$ cat src/hdl/sbcb_pkg.sv
// sbcb_pkg: shared types and constants for the smooth band color blend core
// no dependencies; imported by every module of the block
package sbcb_pkg;

   // fixed field widths
   localparam int SAMPLE_W  = 16;
   localparam int EDGE_W    = 18;
   localparam int DIV_W     = 17;
   localparam int CHAN_W    = 16;
   localparam int NUM_CHAN  = 4;
   localparam int COLOR_W   = CHAN_W * NUM_CHAN;
   localparam int CSR_IDX_W = 3;

   // register indexes
   localparam logic [CSR_IDX_W-1:0] REG_LOWER_THR  = 3'd0;
   localparam logic [CSR_IDX_W-1:0] REG_UPPER_THR  = 3'd1;
   localparam logic [CSR_IDX_W-1:0] REG_LOWER_SOFT = 3'd2;
   localparam logic [CSR_IDX_W-1:0] REG_UPPER_SOFT = 3'd3;
   localparam logic [CSR_IDX_W-1:0] REG_INSIDE     = 3'd4;
   localparam logic [CSR_IDX_W-1:0] REG_OUTSIDE    = 3'd5;
   localparam logic [CSR_IDX_W-1:0] REG_INVERT     = 3'd6;

   // register reset values
   localparam logic [SAMPLE_W-1:0] RST_LOWER_THR  = 16'd1638;
   localparam logic [SAMPLE_W-1:0] RST_UPPER_THR  = 16'd2048;
   localparam logic [SAMPLE_W-1:0] RST_LOWER_SOFT = 16'd205;
   localparam logic [SAMPLE_W-1:0] RST_UPPER_SOFT = 16'd205;
   localparam logic [COLOR_W-1:0]  RST_INSIDE     = 64'hFFFF_0000_0000_0000;
   localparam logic [COLOR_W-1:0]  RST_OUTSIDE    = 64'h0000_0000_0000_1000;

   // where a sample sits against the band
   typedef logic [1:0] zone_type;
   localparam zone_type ZONE_INSIDE  = 2'd0;
   localparam zone_type ZONE_OUTSIDE = 2'd1;
   localparam zone_type ZONE_RAMP_LO = 2'd2;
   localparam zone_type ZONE_RAMP_HI = 2'd3;

   // band edge settings
   typedef struct packed {
      logic [SAMPLE_W-1:0] lower_thr;
      logic [SAMPLE_W-1:0] upper_thr;
      logic [SAMPLE_W-1:0] lower_soft;
      logic [SAMPLE_W-1:0] upper_soft;
   } band_cfg_type;

   // color settings
   typedef struct packed {
      logic [COLOR_W-1:0] inner;
      logic [COLOR_W-1:0] outside;
      logic               invert;
   } color_cfg_type;

endpackage

$ cat src/hdl/sbcb_weight.sv
// sbcb_weight: smoothstep weight 3t^2-2t^3 over three pipeline stages
// depends on sbcb_pkg; fixes the weight for inside and outside samples
module sbcb_weight import sbcb_pkg::*; #(
   parameter int FRAC_BITS = 12
) (
   input  logic                 clock,
   input  logic                 reset,
   input  logic                 in_valid,
   output logic                 in_ready,
   input  zone_type             in_zone,
   input  logic [FRAC_BITS-1:0] in_t,
   output logic                 out_valid,
   input  logic                 out_ready,
   output zone_type             out_zone,
   output logic [FRAC_BITS:0]   out_weight
);

   localparam logic [FRAC_BITS:0] ONE = {1'b1, {FRAC_BITS{1'b0}}};

   logic                       v1_ff, v2_ff, v3_ff;
   logic                       en1, en2, en3;
   zone_type                   zone1_ff, zone2_ff, zone3_ff;
   logic [FRAC_BITS-1:0]       t1_ff, t2a_ff, t2b_ff, t3_ff;
   logic [2*FRAC_BITS-1:0]     sq, cube;
   logic [FRAC_BITS+1:0]       tri3;
   logic [FRAC_BITS:0]         dbl;
   logic signed [FRAC_BITS+2:0] w_raw;
   logic [FRAC_BITS:0]         w_sat, w_in, w_ff;

   // stall chain
   assign en3      = !v3_ff || out_ready;
   assign en2      = !v2_ff || en3;
   assign en1      = !v1_ff || en2;
   assign in_ready = en1;

   // stage 1: t squared
   assign sq = (2*FRAC_BITS)'(in_t) * (2*FRAC_BITS)'(in_t);

   always_ff @(posedge clock) begin
      if (reset) begin
         v1_ff <= 1'b0;
      end else if (en1) begin
         v1_ff <= in_valid;
      end
      if (en1) begin
         zone1_ff <= in_zone;
         t1_ff    <= in_t;
         t2a_ff   <= sq[2*FRAC_BITS-1:FRAC_BITS];
      end
   end

   // stage 2: t cubed
   assign cube = (2*FRAC_BITS)'(t2a_ff) * (2*FRAC_BITS)'(t1_ff);

   always_ff @(posedge clock) begin
      if (reset) begin
         v2_ff <= 1'b0;
      end else if (en2) begin
         v2_ff <= v1_ff;
      end
      if (en2) begin
         zone2_ff <= zone1_ff;
         t2b_ff   <= t2a_ff;
         t3_ff    <= cube[2*FRAC_BITS-1:FRAC_BITS];
      end
   end

   // stage 3: weight, saturation, upper ramp inversion, fixed inside and outside weights
   always_comb begin
      tri3  = {2'b00, t2b_ff} + {1'b0, t2b_ff, 1'b0};
      dbl   = {t3_ff, 1'b0};
      w_raw = $signed({1'b0, tri3}) - $signed({2'b00, dbl});
      if (w_raw < 0) begin
         w_sat = '0;
      end else if (w_raw > $signed({2'b00, ONE})) begin
         w_sat = ONE;
      end else begin
         w_sat = w_raw[FRAC_BITS:0];
      end
      case (zone2_ff)
         ZONE_INSIDE:  w_in = ONE;
         ZONE_OUTSIDE: w_in = '0;
         ZONE_RAMP_LO: w_in = w_sat;
         ZONE_RAMP_HI: w_in = ONE - w_sat;
         default:      w_in = '0;
      endcase
   end

   always_ff @(posedge clock) begin
      if (reset) begin
         v3_ff <= 1'b0;
      end else if (en3) begin
         v3_ff <= v2_ff;
      end
      if (en3) begin
         zone3_ff <= zone2_ff;
         w_ff     <= w_in;
      end
   end

   assign out_valid  = v3_ff;
   assign out_zone   = zone3_ff;
   assign out_weight = w_ff;

endmodule

$ cat config.mk
export PLATFORM = sky130hd
export DESIGN_NAME = sbcb_weight
export DESIGN_NICKNAME = d
export VERILOG_FILES = /design/src/hdl/sbcb_pkg.sv /design/src/hdl/sbcb_weight.sv
export SDC_FILE = /design/constraint.sdc
export NUM_CORES = 1
export LEC_CHECK = 0
export BUFFER_PORTS_ARGS = -buffer_cell sky130_fd_sc_hd__buf_4
export CORE_ASPECT_RATIO = 1.4
export CORE_MARGIN = 2
export CORE_UTILIZATION = 55
export DETAILED_ROUTE_END_ITERATION = 12
export PLACE_DENSITY_LB_ADDON = 0.2
export SYNTH_ARGS = -nofsm -noshare
export SYNTH_HDL_FRONTEND = slang
export SYNTH_SLANG_ARGS = --single-unit
$ cat constraint.sdc
create_clock -name clock -period 6.8 [get_ports clock]
set_input_delay 2.04 -clock clock [delete_from_list [all_inputs] [get_ports clock]]
set_output_delay 2.04 -clock clock [all_outputs]
set_load 0.02 [all_outputs]
Word-level counts from Yosys, hierarchy flattened
Index checks and enable logic that the tools add are counted.
- register bits after elaboration: 70
- word-level logic and storage cells: 31
- reduce and logical (&&, ||, !) cells: 7
- multipliers: 2
- $lt $le $gt $ge: 2
- mux-type cells: 3
- $add $sub $neg: 3
- eq/ne operators: 3
- operators with widths (cell ; number):
    one-hot mux 13 bit (4 select lines) ; 1
    multiplier 12 x 12 -> 24 bit ; 2
    two-way mux 13 bit ; 2
    greater-than comparator 15 x 14 -> 1 bit (second input constant) ; 1
    less-than comparator 15 x 1 -> 1 bit (second input constant) ; 1
    subtractor 14 x 13 -> 15 bit ; 1
    adder 12 x 13 -> 14 bit ; 1
    subtractor 13 bit (first input constant) ; 1
    == test 2 bit (second input constant) ; 2
    zero test 1 bit ; 3
    logical OR 1 bit ; 3
    == test 2 x 1 -> 1 bit (second input constant) ; 1
    zero test 2 bit ; 1

Longest topological paths before layout
Gate-level depths: netlist of run 1.
- depth in word-level cells: 7
- depth in mapped cells: 21
- mapped depth without buffers: 20

Worst setup path before layout of run 1
OpenSTA, ideal clock, no wires.
- path kind: input to register
- start point: input in_t[4]
- end point: register t2a_ff[11], data pin
- setup slack: -74 ps
- data arrival time: 6604 ps
- cell stages on the path: 20
- cell sequence: clkbuf_1 nand2_1 inv_1 fa_1 fa_1 inv_1 fa_1 inv_1 fa_1 inv_1 fa_1 inv_1 ha_1 a21o_1 a21oi_1 o211ai_1 nand3_1 a21oi_1 o211ai_1 or3b_2
- longest elaborated chain between the ends: 1
- ends and longest elaborated chain (element ; RTL line ; text):
    start: declaration ; sbcb_weight.sv:11 ; input logic [FRAC_BITS-1:0] in_t,
    multiplier 12 x 12 -> 24 bit ; sbcb_weight.sv:37 ; assign sq = (2*FRAC_BITS)'(in_t) * (2*FRAC_BITS)'(in_t);
    via sq[23] ; sbcb_weight.sv:24 ; logic [2*FRAC_BITS-1:0] sq, cube;
    end signal: assignment ; sbcb_weight.sv:48 ; t2a_ff <= sq[2*FRAC_BITS-1:FRAC_BITS];
    end: declaration ; sbcb_weight.sv:23 ; logic [FRAC_BITS-1:0] t1_ff, t2a_ff, t2b_ff, t3_ff;
The timed path passes the listed nets, and every way through them passes these cells.
A chain may end at the register's enable or synchronous reset.

Worst setup path after layout of run 1
- start point: input in_t[3]
- end point: register t2a_ff[11], data pin
Same word-level chain as after synthesis.

==> results.toml, run 1 <==
[layout]
instances_no_fill = 1512
finalNetCount = 1585
antenna_cells = 0
syn2layout_area_growth_pct = 9.27
final_cell_area_um2 = 12700
post_route_cells_drive_above_1_share = 0.100
final.fill_count = 1794

[worst_setup_path]
timing.critical_path.from_type = "input port"
cp.arrival_ns = 6.69
timing.critical_path.fanout_max = 9
worst_setup_path_end_kind = "flop"
critical_path_startpoint = "in_t[3]"
criticalPathCategory = "in -> reg"
reg2reg_depth = 16
crit_required_ns = 6.89
r2r_end = "t3_ff[10]"
regToRegStartpoint = "t1_ff[6]"
regToRegSetupSlack_ns = 1.33

[clock_network]
cts-root-buf = "clkbuf_16"
cts.sinks = 70
tritoncts = "built"
worst_setup_hold_path_clk_slew_ns = 0.07
cts_inserted_buffers = 9
clk_latency_ns = 0.35
clock_tree.htree_level_count = 3
number_of_hold_buffers_added_after_cts = 0
clock_tree.buffer_depth = 2

[synth]
seq_area_frac_synth = 0.179
yosys.area.top_type = "fa_1"
synth_warnings = 0
netlist_area_um2 = 11600
asyncSetResetFlopFracSynth = 0
yosysTopAreaCellShare = 0.326
ys_ff_latch = 70
synth-compound-area-share = 0.0634
synth-simple-area-share = 0.153
dominant_combinational_cell_family_by_area_after_synthesis = "adder cells"
synth_edf_count = 67
postSynth.topFlopCell = "edfxtp_1"
synthAdderAreaFrac = 0.463
synthXorXnorAreaFrac = 0.0331
net_count_after_synthesis = 1534
post_synth_mux_area_share = 0.00366
synth_cells = 1200
netlist-cell-type-count = 72
avgSynthCellArea_um2 = 9.67
synth_top_cells_by_area = "fa_1 33%, edfxtp_1 17%, ha_1 14%"

[floorplan]
io_pins = 35
floorplan.die.width_um = 127
dieHeight_um = 176
die_area_um2 = 22300
coreArea_um2 = 20600
fp-row-count = 62
starting_density = 0.563

[worst_hold_path]
worstHoldStart = "zone1_ff[0]"
hold_end = "zone2_ff[0]"
hold_path_class = "reg -> reg"
hold-path-cell-count = 0

[grt]
globalRouteOverflowTotal = 0
global_route.usage.total = 0.220
maximum_number_of_pins_on_one_net_before_global_route_repair = 27
grt_antenna_before_repair = 0
grt_pass1_wl_um = 39100
grt_pass1_vias = 8776

[timing]
tightestPinTransition_ns = 0.948
fmaxAchievable_ghz = 0.152
finalCriticalPeriod_ns = 6.60
timing.clock.skew_ns = 0.0142
fin_crit_sh = 0.970
timing.final.hold_violations = 0
setup_viol = 0
max-slew-margin-rel = 0.367
drv_slew = 0

[placement]
place_hpwl_um = 19300
dpl.cell_count = 1495
gp_congestion = 0.796
number_of_port_buffers = 34
place_area_um2 = 12400

[routing]
detail-route-antenna-nets = 0
detailroute.via_count = 8070
route.detailed.wl_per_inst_um = 15.0
avgViaCountPerCell = 5.34
route.final.wire_length_um = 22800
detail_route.drc_violations = 0
violation_count_after_the_first_detailed_routing_iteration = 300
firstDrtPassIters = 4

[flow_run]
maxCapViolations = 0

[outcome]
status = "complete, no violations"
[cell families after synthesis]
kind of cell,count (synthesis)
DFF,70
adders and majority gates,316
muxes,4
xor gates and xnor gates,43
and+or+nand+nor,346
buffers and inverters,321
AOI/OAI and AO/OA,100
[worst max path at each step]
stage	depth (start not counted)	to	slack, ns
global placement	19	t2a_ff[11]	-0.13
detailed placement	19	t2a_ff[11]	-0.25
global route	20	t2a_ff[9]	-0.005
CTS	21	t2a_ff[11]	0.14
floorplan	16	t2a_ff[11]	0.008
finish	21	t2a_ff[11]	0.20
[through the flow]
step / hold slack [ns] / TNS, ns / utilization / setup slack [ns]
after detailed placement: 0.405 / -0.683 / 0.599 / -0.245
final: 0.423 / 0 / 0.615 / 0.201
after CTS: 0.422 / 0 / 0.614 / 0.141
after global routing: 0.429 / -0.00495 / 0.615 / -0.00495
after global placement: 0.402 / -0.270 / 0.599 / -0.129
after floorplan: 0.400 / 0 / - / 0.00811
[synthesized netlist by cell type (2+ instances only)]
master / count
a211oi_1: 2
or2_2: 4
a21oi_2: 2
o2111ai_1: 2
nand2_2: 3
buf_6: 2
mux2i_1: 2
a311oi_1: 2
o21ai_0: 17
nor2_1: 37
nand4_1: 5
o21bai_1: 3
o21ai_1: 3
or2_1: 2
nor2b_1: 8
xnor2_1: 26
nand3_1: 15
a21oi_1: 21
fa_1: 189
or3b_2: 2
mux2_2: 2
o211ai_1: 7
inv_1: 280
nand2_1: 122
nor4_1: 2
xor2_1: 16
o311ai_1: 2
o31ai_1: 2
ha_1: 127
nand2b_1: 5
or3_1: 4
edfxtp_1: 67
and3_1: 7
a31oi_1: 5
clkbuf_1: 37
a21o_1: 10
and2_1: 103
a211o_1: 2
nand3b_1: 3
nor3_1: 15
o21a_1: 2
dfxtp_1: 3
[sequential cells by signal (all words and copies together), names as in the netlist]
signal / flops
out_valid: 1
out_weight: 13
out_zone: 2
t1_ff: 12
t2a_ff: 12
t2b_ff: 12
t3_ff: 12
v1_ff: 1
v2_ff: 1
zone1_ff: 2
zone2_ff: 2
[placed cells by master (no fill, tap or decap), drive strengths merged, types with 3 or more instances in the layout]
cell type	synthesis	layout
nor2	37	37
a211oi	3	3
nor3	16	16
o21bai	3	3
nand2	125	125
xnor2	26	26
ha	127	127
nand3	15	15
a21o	10	10
nand4	6	6
or3	5	5
xor2	17	17
and3	7	7
and2	103	103
o211ai	7	7
buf	4	81
dfxtp	3	3
edfxtp	67	67
inv	280	286
o21ai	21	21
nand3b	3	3
or2	6	6
a21oi	23	23
fa	189	189
clkbuf	37	9
nand2b	5	5
a31oi	6	6
or3b	3	3
nor2b	8	8
o31ai	3	3
[timing repair]
item	CTS	global route
gates resized for setup	0	3
setup buffers	0	1
endpoints found under the setup margin	0	2
[critical path, stage by stage]
cell and delay, ns:
buf_4 0.15, buf_4 0.16, and2_1 0.17, fa_1 0.57, ha_1 0.15, inv_1 0.04, fa_1 0.47, inv_1 0.04
ha_1 0.26, inv_1 0.04, fa_1 0.48, inv_1 0.04, ha_1 0.29, and4_1 0.18, a221o_1 0.34, a21oi_2 0.15
o211ai_1 0.19, nand3_1 0.17, a21oi_1 0.12, o211ai_1 0.18, or3b_2 0.45
[final cells by class]
cell class | instances | area (um^2) | share of cell area
Tap cell | 256 | 320 | 0.0253
Inverter | 280 | 1050 | 0.0829
Timing Repair Buffer | 81 | 621 | 0.0489
Clock buffer | 9 | 225 | 0.0178
Clock inverter | 7 | 70.1 | 0.00552
Sequential cell | 70 | 2070 | 0.163
Multi-Input combinational cell | 809 | 8320 | 0.656
[routing by layer]
metal	global-route usage	wire length [um]	vias to the layer above	part of all wire
li1	-	-	3835	-
met1	0.235	8510	4023	0.37
met2	0.436	12800	156	0.56
met3	0.0247	625	56	0.027
met4	0.0852	779	0	0.034
met5	0	0	-	0
Power of run 1 is left out: the tool's default activity adds up to more than one toggle a clock period on the data nets, which glitch-free logic cannot reach.
==> run 2: changes to the inputs <==
--- a/config.mk
+++ b/config.mk
@@ -5,9 +5,9 @@
 export SDC_FILE = /design/constraint.sdc
 export NUM_CORES = 1
 export LEC_CHECK = 0
+export ABC_AREA = 1
 export BUFFER_PORTS_ARGS = -buffer_cell sky130_fd_sc_hd__buf_4
 export CORE_ASPECT_RATIO = 1.4
-export CORE_MARGIN = 2
 export CORE_UTILIZATION = 55
 export DETAILED_ROUTE_END_ITERATION = 12
 export PLACE_DENSITY_LB_ADDON = 0.2
==> run 2 against run 1 <==
Net effect:
- setup slack improved by 0.24 ns
- design area increased by 2.0%
- flip-flop and latch count unchanged
- highest routed layer unchanged
- fmax grew 3.8%
- first-iteration DRC count up 11%
- hold slack better by 0.0041 ns
- synthesized cell count increased by 21%
==> results.toml, run 2 <==
[routing]
detail-route-antenna-nets = 0
route.final.wire_length_um = 25800
detail_route.drc_violations = 0
avgViaCountPerCell = 5.11
violation_count_after_the_first_detailed_routing_iteration = 332
firstDrtPassIters = 7
detailroute.via_count = 9055
route.detailed.wl_per_inst_um = 14.6

[layout]
largest_register_ffs = 13
layout_common_cells = "432 x inv_1, 345 x nand2_1, 189 x fa_1"
antenna_cells = 0
finalNetCount = 1809
post_route_cells_drive_above_1_share = 0.0649
syn2layout_area_growth_pct = 7.27
layout_commonest_cell = "inv_1"
final.fill_count = 1936

[synth]
netlist_area_um2 = 12100
yosys.area.top_type = "fa_1"
postSynth.topFlopCell = "edfxtp_1"
seq_area_frac_synth = 0.172
synth_top_cells_by_area = "fa_1 31%, edfxtp_1 17%, inv_1 13%"
synth_cells = 1452
yosysTopAreaCellShare = 0.314
synth_top_cells_by_count = "432 x inv_1, 345 x nand2_1, 189 x fa_1, 127 x ha_1, 67 x edfxtp_1"
avgSynthCellArea_um2 = 8.30
netlist-cell-type-count = 43
net_count_after_synthesis = 1786
synth_warnings = 0
ys_ff_latch = 70
asyncSetResetFlopFracSynth = 0
yosys.cell_count.top_type = "inv_1"
synth_edf_count = 67

[floorplan]
io_pins = 35
dieHeight_um = 177
starting_density = 0.564
die_area_um2 = 22500
floorplan.die.width_um = 127
coreArea_um2 = 21400
fp-row-count = 63

[clock_network]
worst_setup_hold_path_clk_slew_ns = 0.07
clock_tree.buffer_depth = 2
cts-root-buf = "clkbuf_16"
cts_resized = 0
cts_inserted_buffers = 9
cts.sinks = 70
tritoncts = "built"
number_of_hold_buffers_added_after_cts = 0
clock_tree.htree_level_count = 3
post_cts_buffers = 0
clk_latency_ns = 0.36

[placement]
gp_congestion = 0.866
number_of_port_buffers = 34
place_hpwl_um = 21900
place_ws_ns = 0.0686

[timing]
max-slew-margin-rel = 0.320
setup_slack_ns = 0.441
finalCriticalPeriod_ns = 6.36
setup_viol = 0
timing.final.hold_violations = 0
drv_slew = 0
grt_setup_unrepaired = "no"
fin_crit_sh = 0.935
timing.clock.skew_ns = 0.0111
setup_total_negative_slack_ns = 0
fmaxAchievable_ghz = 0.157
tightestPinTransition_ns = 1.02

[worst_setup_path]
worst_setup_path_end_kind = "flop"
criticalPathCategory = "in -> reg"
reg2reg_depth = 20
cp.arrival_ns = 6.47
crit_required_ns = 6.91
timing.critical_path.fanout_max = 13
timing.critical_path.from_type = "input port"

[grt]
globalRouteOverflowTotal = 0
maximum_number_of_pins_on_one_net_before_global_route_repair = 29
grt_pass1_wl_um = 44100
grt_antenna_before_repair = 0
global_route.usage.total = 0.254
grt_pass1_vias = 9813

[worst_hold_path]
hold-path-cell-count = 0
hold_path_class = "reg -> reg"

[flow_run]
maxCapViolations = 0

[outcome]
status = "complete, no violations"
run 2: cell types whose count changed in the layout (fill, tap and decap cells not counted), sizes merged, moves of 26 or more:
cell,change
buf,-29
nand3,+26
and2,-103
a21oi,+28
nand2,+225
inv,+153
run 2: cells by family after synthesis:
kind of cell / Yosys count / share of synthesized area
adder cells (fa/ha/maj): 316 / 0.446
flip-flops: 70 / 0.172
AND/OR/NAND/NOR: 460 / 0.158
AO/OA/AOI/OAI: 97 / 0.0502
buffers and inverters: 475 / 0.149
XOR/XNOR: 34 / 0.0247
run 2: worst max-delay path, cell delays in order:
cell,delay (ns)
buf_4,0.16
nand2_1,0.12
inv_1,0.07
fa_1,0.47
fa_1,0.51
inv_1,0.06
fa_1,0.53
inv_1,0.05
fa_1,0.48
inv_1,0.05
fa_1,0.47
inv_1,0.04
ha_1,0.32
nand2_1,0.06
nor2_1,0.12
nand2_1,0.07
o211ai_1,0.12
a31o_2,0.18
inv_1,0.04
o21ai_0,0.22
a31oi_1,0.14
xnor2_1,0.15
run 2: final cells by class:
class	count	area [um^2]	area share
inverter	435	1630	0.126
sequential	70	2070	0.160
timing repair buffer	52	390	0.0302
multi-input combinational	907	8190	0.633
clock buffer	9	225	0.0174
clock inverter	7	62.6	0.00484
tap	292	365	0.0282
run 2: final timing paths:
| check | start | endpoint | slack [ns] |
|---|---|---|---|
| setup / recovery | in_t[6] | t2a_ff[7] | 0.44 |
| hold / removal | zone1_ff[0] | zone2_ff[0] | 0.43 |
| setup reg to reg | t1_ff[4] | t3_ff[11] | 1.04 |
| hold reg to reg | zone1_ff[0] | zone2_ff[0] | 0.43 |
run 2: metrics by stage:
step	hold WS, ns	instance area (um^2)	instances	util
floorplan	0.400	12100	1452	-
global placement	0.403	12600	1756	0.592
detailed placement	0.411	12600	1756	0.592
CTS	0.428	12900	1772	0.606
global route	0.443	12900	1772	0.606
finish	0.427	12900	1772	0.606
run 2: per-layer routing:
| layer | vias up | GRT usage | routed length (um) | share of wire |
|---|---|---|---|---|
| met5 | - | 0 | 0 | 0 |
| met4 | 0 | 0.165 | 1500 | 0.058 |
| met3 | 92 | 0.0233 | 764 | 0.030 |
| met2 | 222 | 0.505 | 14500 | 0.56 |
| met1 | 4408 | 0.246 | 9090 | 0.35 |
| li1 | 4333 | - | - | - |
Power of run 2 is left out for the same reason.
==> run 3: changes to the inputs <==
--- a/config.mk
+++ b/config.mk
@@ -10,7 +10,7 @@
 export CORE_ASPECT_RATIO = 1.4
 export CORE_UTILIZATION = 55
 export DETAILED_ROUTE_END_ITERATION = 12
-export PLACE_DENSITY_LB_ADDON = 0.2
+export PLACE_DENSITY = 0.75
 export SYNTH_ARGS = -nofsm -noshare
 export SYNTH_HDL_FRONTEND = slang
 export SYNTH_SLANG_ARGS = --single-unit
==> run 3 against run 2 <==
Net effect:
- utilization decreased by 0.25 points
- non-clock buffer count decreased by 7
- count of clock-buffer cells in the layout unchanged
- global-route usage down 1.4 points
- first-iteration DRC count down 3.0%
==> results.toml, run 3 (synthesized netlist as in run 2, its figures left out) <==
[grt]
maximum_number_of_pins_on_one_net_before_global_route_repair = 28
grt_antenna_before_repair = 0
global_route.usage.total = 0.240
grt_pass1_wl_um = 41900
grt_pass1_vias = 9534
globalRouteOverflowTotal = 0

[worst_setup_path]
cp.arrival_ns = 6.44
regToRegSetupSlack_ns = 0.92
critPathBufInv = 6
cp_slowest_cell = "fa_1"
cpPeakStageDelay_ns = 0.52
timing.critical_path.from_type = "input port"
dominant_delay_contributor_by_cell_family_on_the_critical_path = "adder cells"
timing.critical_path.fanout_max = 13
worstPathCellList = "buf_4 -> nand2_1 -> inv_1 -> fa_1 -> fa_1 -> inv_1 -> fa_1 -> inv_1 -> fa_1 -> inv_1 -> fa_1 -> inv_1 -> ha_1 -> nand2_1 -> nor2_1 -> nand2_1 -> o211ai_1 -> a31o_2 -> a21oi_1 -> o21ai_0 -> xor2_1"
crit_required_ns = 6.90
worst_setup_path_end_kind = "flop"
criticalPathCategory = "in -> reg"

[layout]
post_route_cells_drive_above_1_share = 0.0604
antenna_cells = 0
syn2layout_area_growth_pct = 6.84
largest_register_ffs = 13
layout_commonest_cell = "inv_1"
finalNetCount = 1802
layout_common_cells = "432 x inv_1, 345 x nand2_1, 189 x fa_1"
final.fill_count = 1911
sequential_cell_area_um2 = 2070
multiInputGateArea_um2 = 8190

[timing]
max-slew-margin-rel = 0.364
timing.final.hold_violations = 0
fmaxAchievable_ghz = 0.158
timing.clock.skew_ns = 0.00679
setup_viol = 0
fin_crit_sh = 0.933
finalCriticalPeriod_ns = 6.34
grt_setup_unrepaired = "no"
setup_total_negative_slack_ns = 0
tightestPinTransition_ns = 0.953
drv_slew = 0

[routing]
firstDrtPassIters = 6
detail-route-antenna-nets = 0
detail_route.drc_violations = 0
avgViaCountPerCell = 5.02
route.final.wire_length_um = 24600
detailroute.via_count = 8862
route.detailed.wl_per_inst_um = 14.0
violation_count_after_the_first_detailed_routing_iteration = 322

[clock_network]
cts.sinks = 70
tritoncts = "built"
clock_tree.buffer_depth = 2
worst_setup_hold_path_clk_slew_ns = 0.07
clock_tree.htree_level_count = 3
clk_latency_ns = 0.35
cts_resized = 0
post_cts_buffers = 0
cts-root-buf = "clkbuf_16"
cts_inserted_buffers = 9
number_of_hold_buffers_added_after_cts = 0

[outcome]
status = "complete, no violations"

[floorplan]
dieHeight_um = 177
io_pins = 35
die_area_um2 = 22500
fp-row-count = 63
coreArea_um2 = 21400
starting_density = 0.564
floorplan.die.width_um = 127

[flow_run]
maxCapViolations = 0

[worst_hold_path]
hold_path_class = "reg -> reg"

[placement]
gp_congestion = 0.853
place_hpwl_um = 20800
number_of_port_buffers = 34
## run 3: cell types whose count changed in the layout (fill, tap and decap cells not counted), sizes merged
cell,previous run,this run
buf,52,45
## run 3: cell type report
| class | instances | share of cell area |
|---|---|---|
| Multi-Input combinational cell | 907 | 0.635 |
| Sequential cell | 70 | 0.161 |
| Inverter | 435 | 0.127 |
| Tap cell | 292 | 0.0284 |
| Timing Repair Buffer | 45 | 0.0262 |
| Clock buffer | 9 | 0.0175 |
| Clock inverter | 7 | 0.00486 |
## run 3: per-layer routing
layer  vias to the layer above  share of wire  track usage
li1                       4318              -            -
met1                      4297           0.35        0.234
met2                       186           0.57        0.485
met3                        61          0.035       0.0308
met4                         0          0.046        0.122
met5                         -              0            0
## run 3: per-stage QoR
| step | setup WS (ns) | instances | hold WS, ns | cell area, um^2 | util |
|---|---|---|---|---|---|
| 2_1_floorplan | 0.144 | 1452 | 0.400 | 12100 | - |
| 3_3_place_gp | 0.155 | 1749 | 0.408 | 12600 | 0.590 |
| 3_5_place_dp | 0.0633 | 1749 | 0.409 | 12600 | 0.590 |
| 4_1_cts | 0.442 | 1765 | 0.425 | 12900 | 0.603 |
| 5_1_grt | 0.171 | 1765 | 0.444 | 12900 | 0.603 |
| 6_report | 0.458 | 1765 | 0.423 | 12900 | 0.603 |
## run 3: worst reg2reg max path: cells and delay by family (launching register included)
kind | cells | cell delay, ns
buffers and inverters | 3 | 0.15
XOR/XNOR | 1 | 0.15
AO/OA/AOI/OAI | 6 | 1.44
flip-flops | 1 | 0.72
AND/OR/NAND/NOR | 4 | 0.39
adder cells (fa/ha/maj) | 6 | 2.79
## run 3: final timing paths
path,from,endpoint,cells past startpoint
hold reg to reg,zone1_ff[1],zone2_ff[1],0
setup / recovery,in_t[6],t2a_ff[4],21
setup reg to reg,t2a_ff[5],t3_ff[11],20
hold / removal,zone1_ff[1],zone2_ff[1],0
Power of run 3 is left out for the same reason.
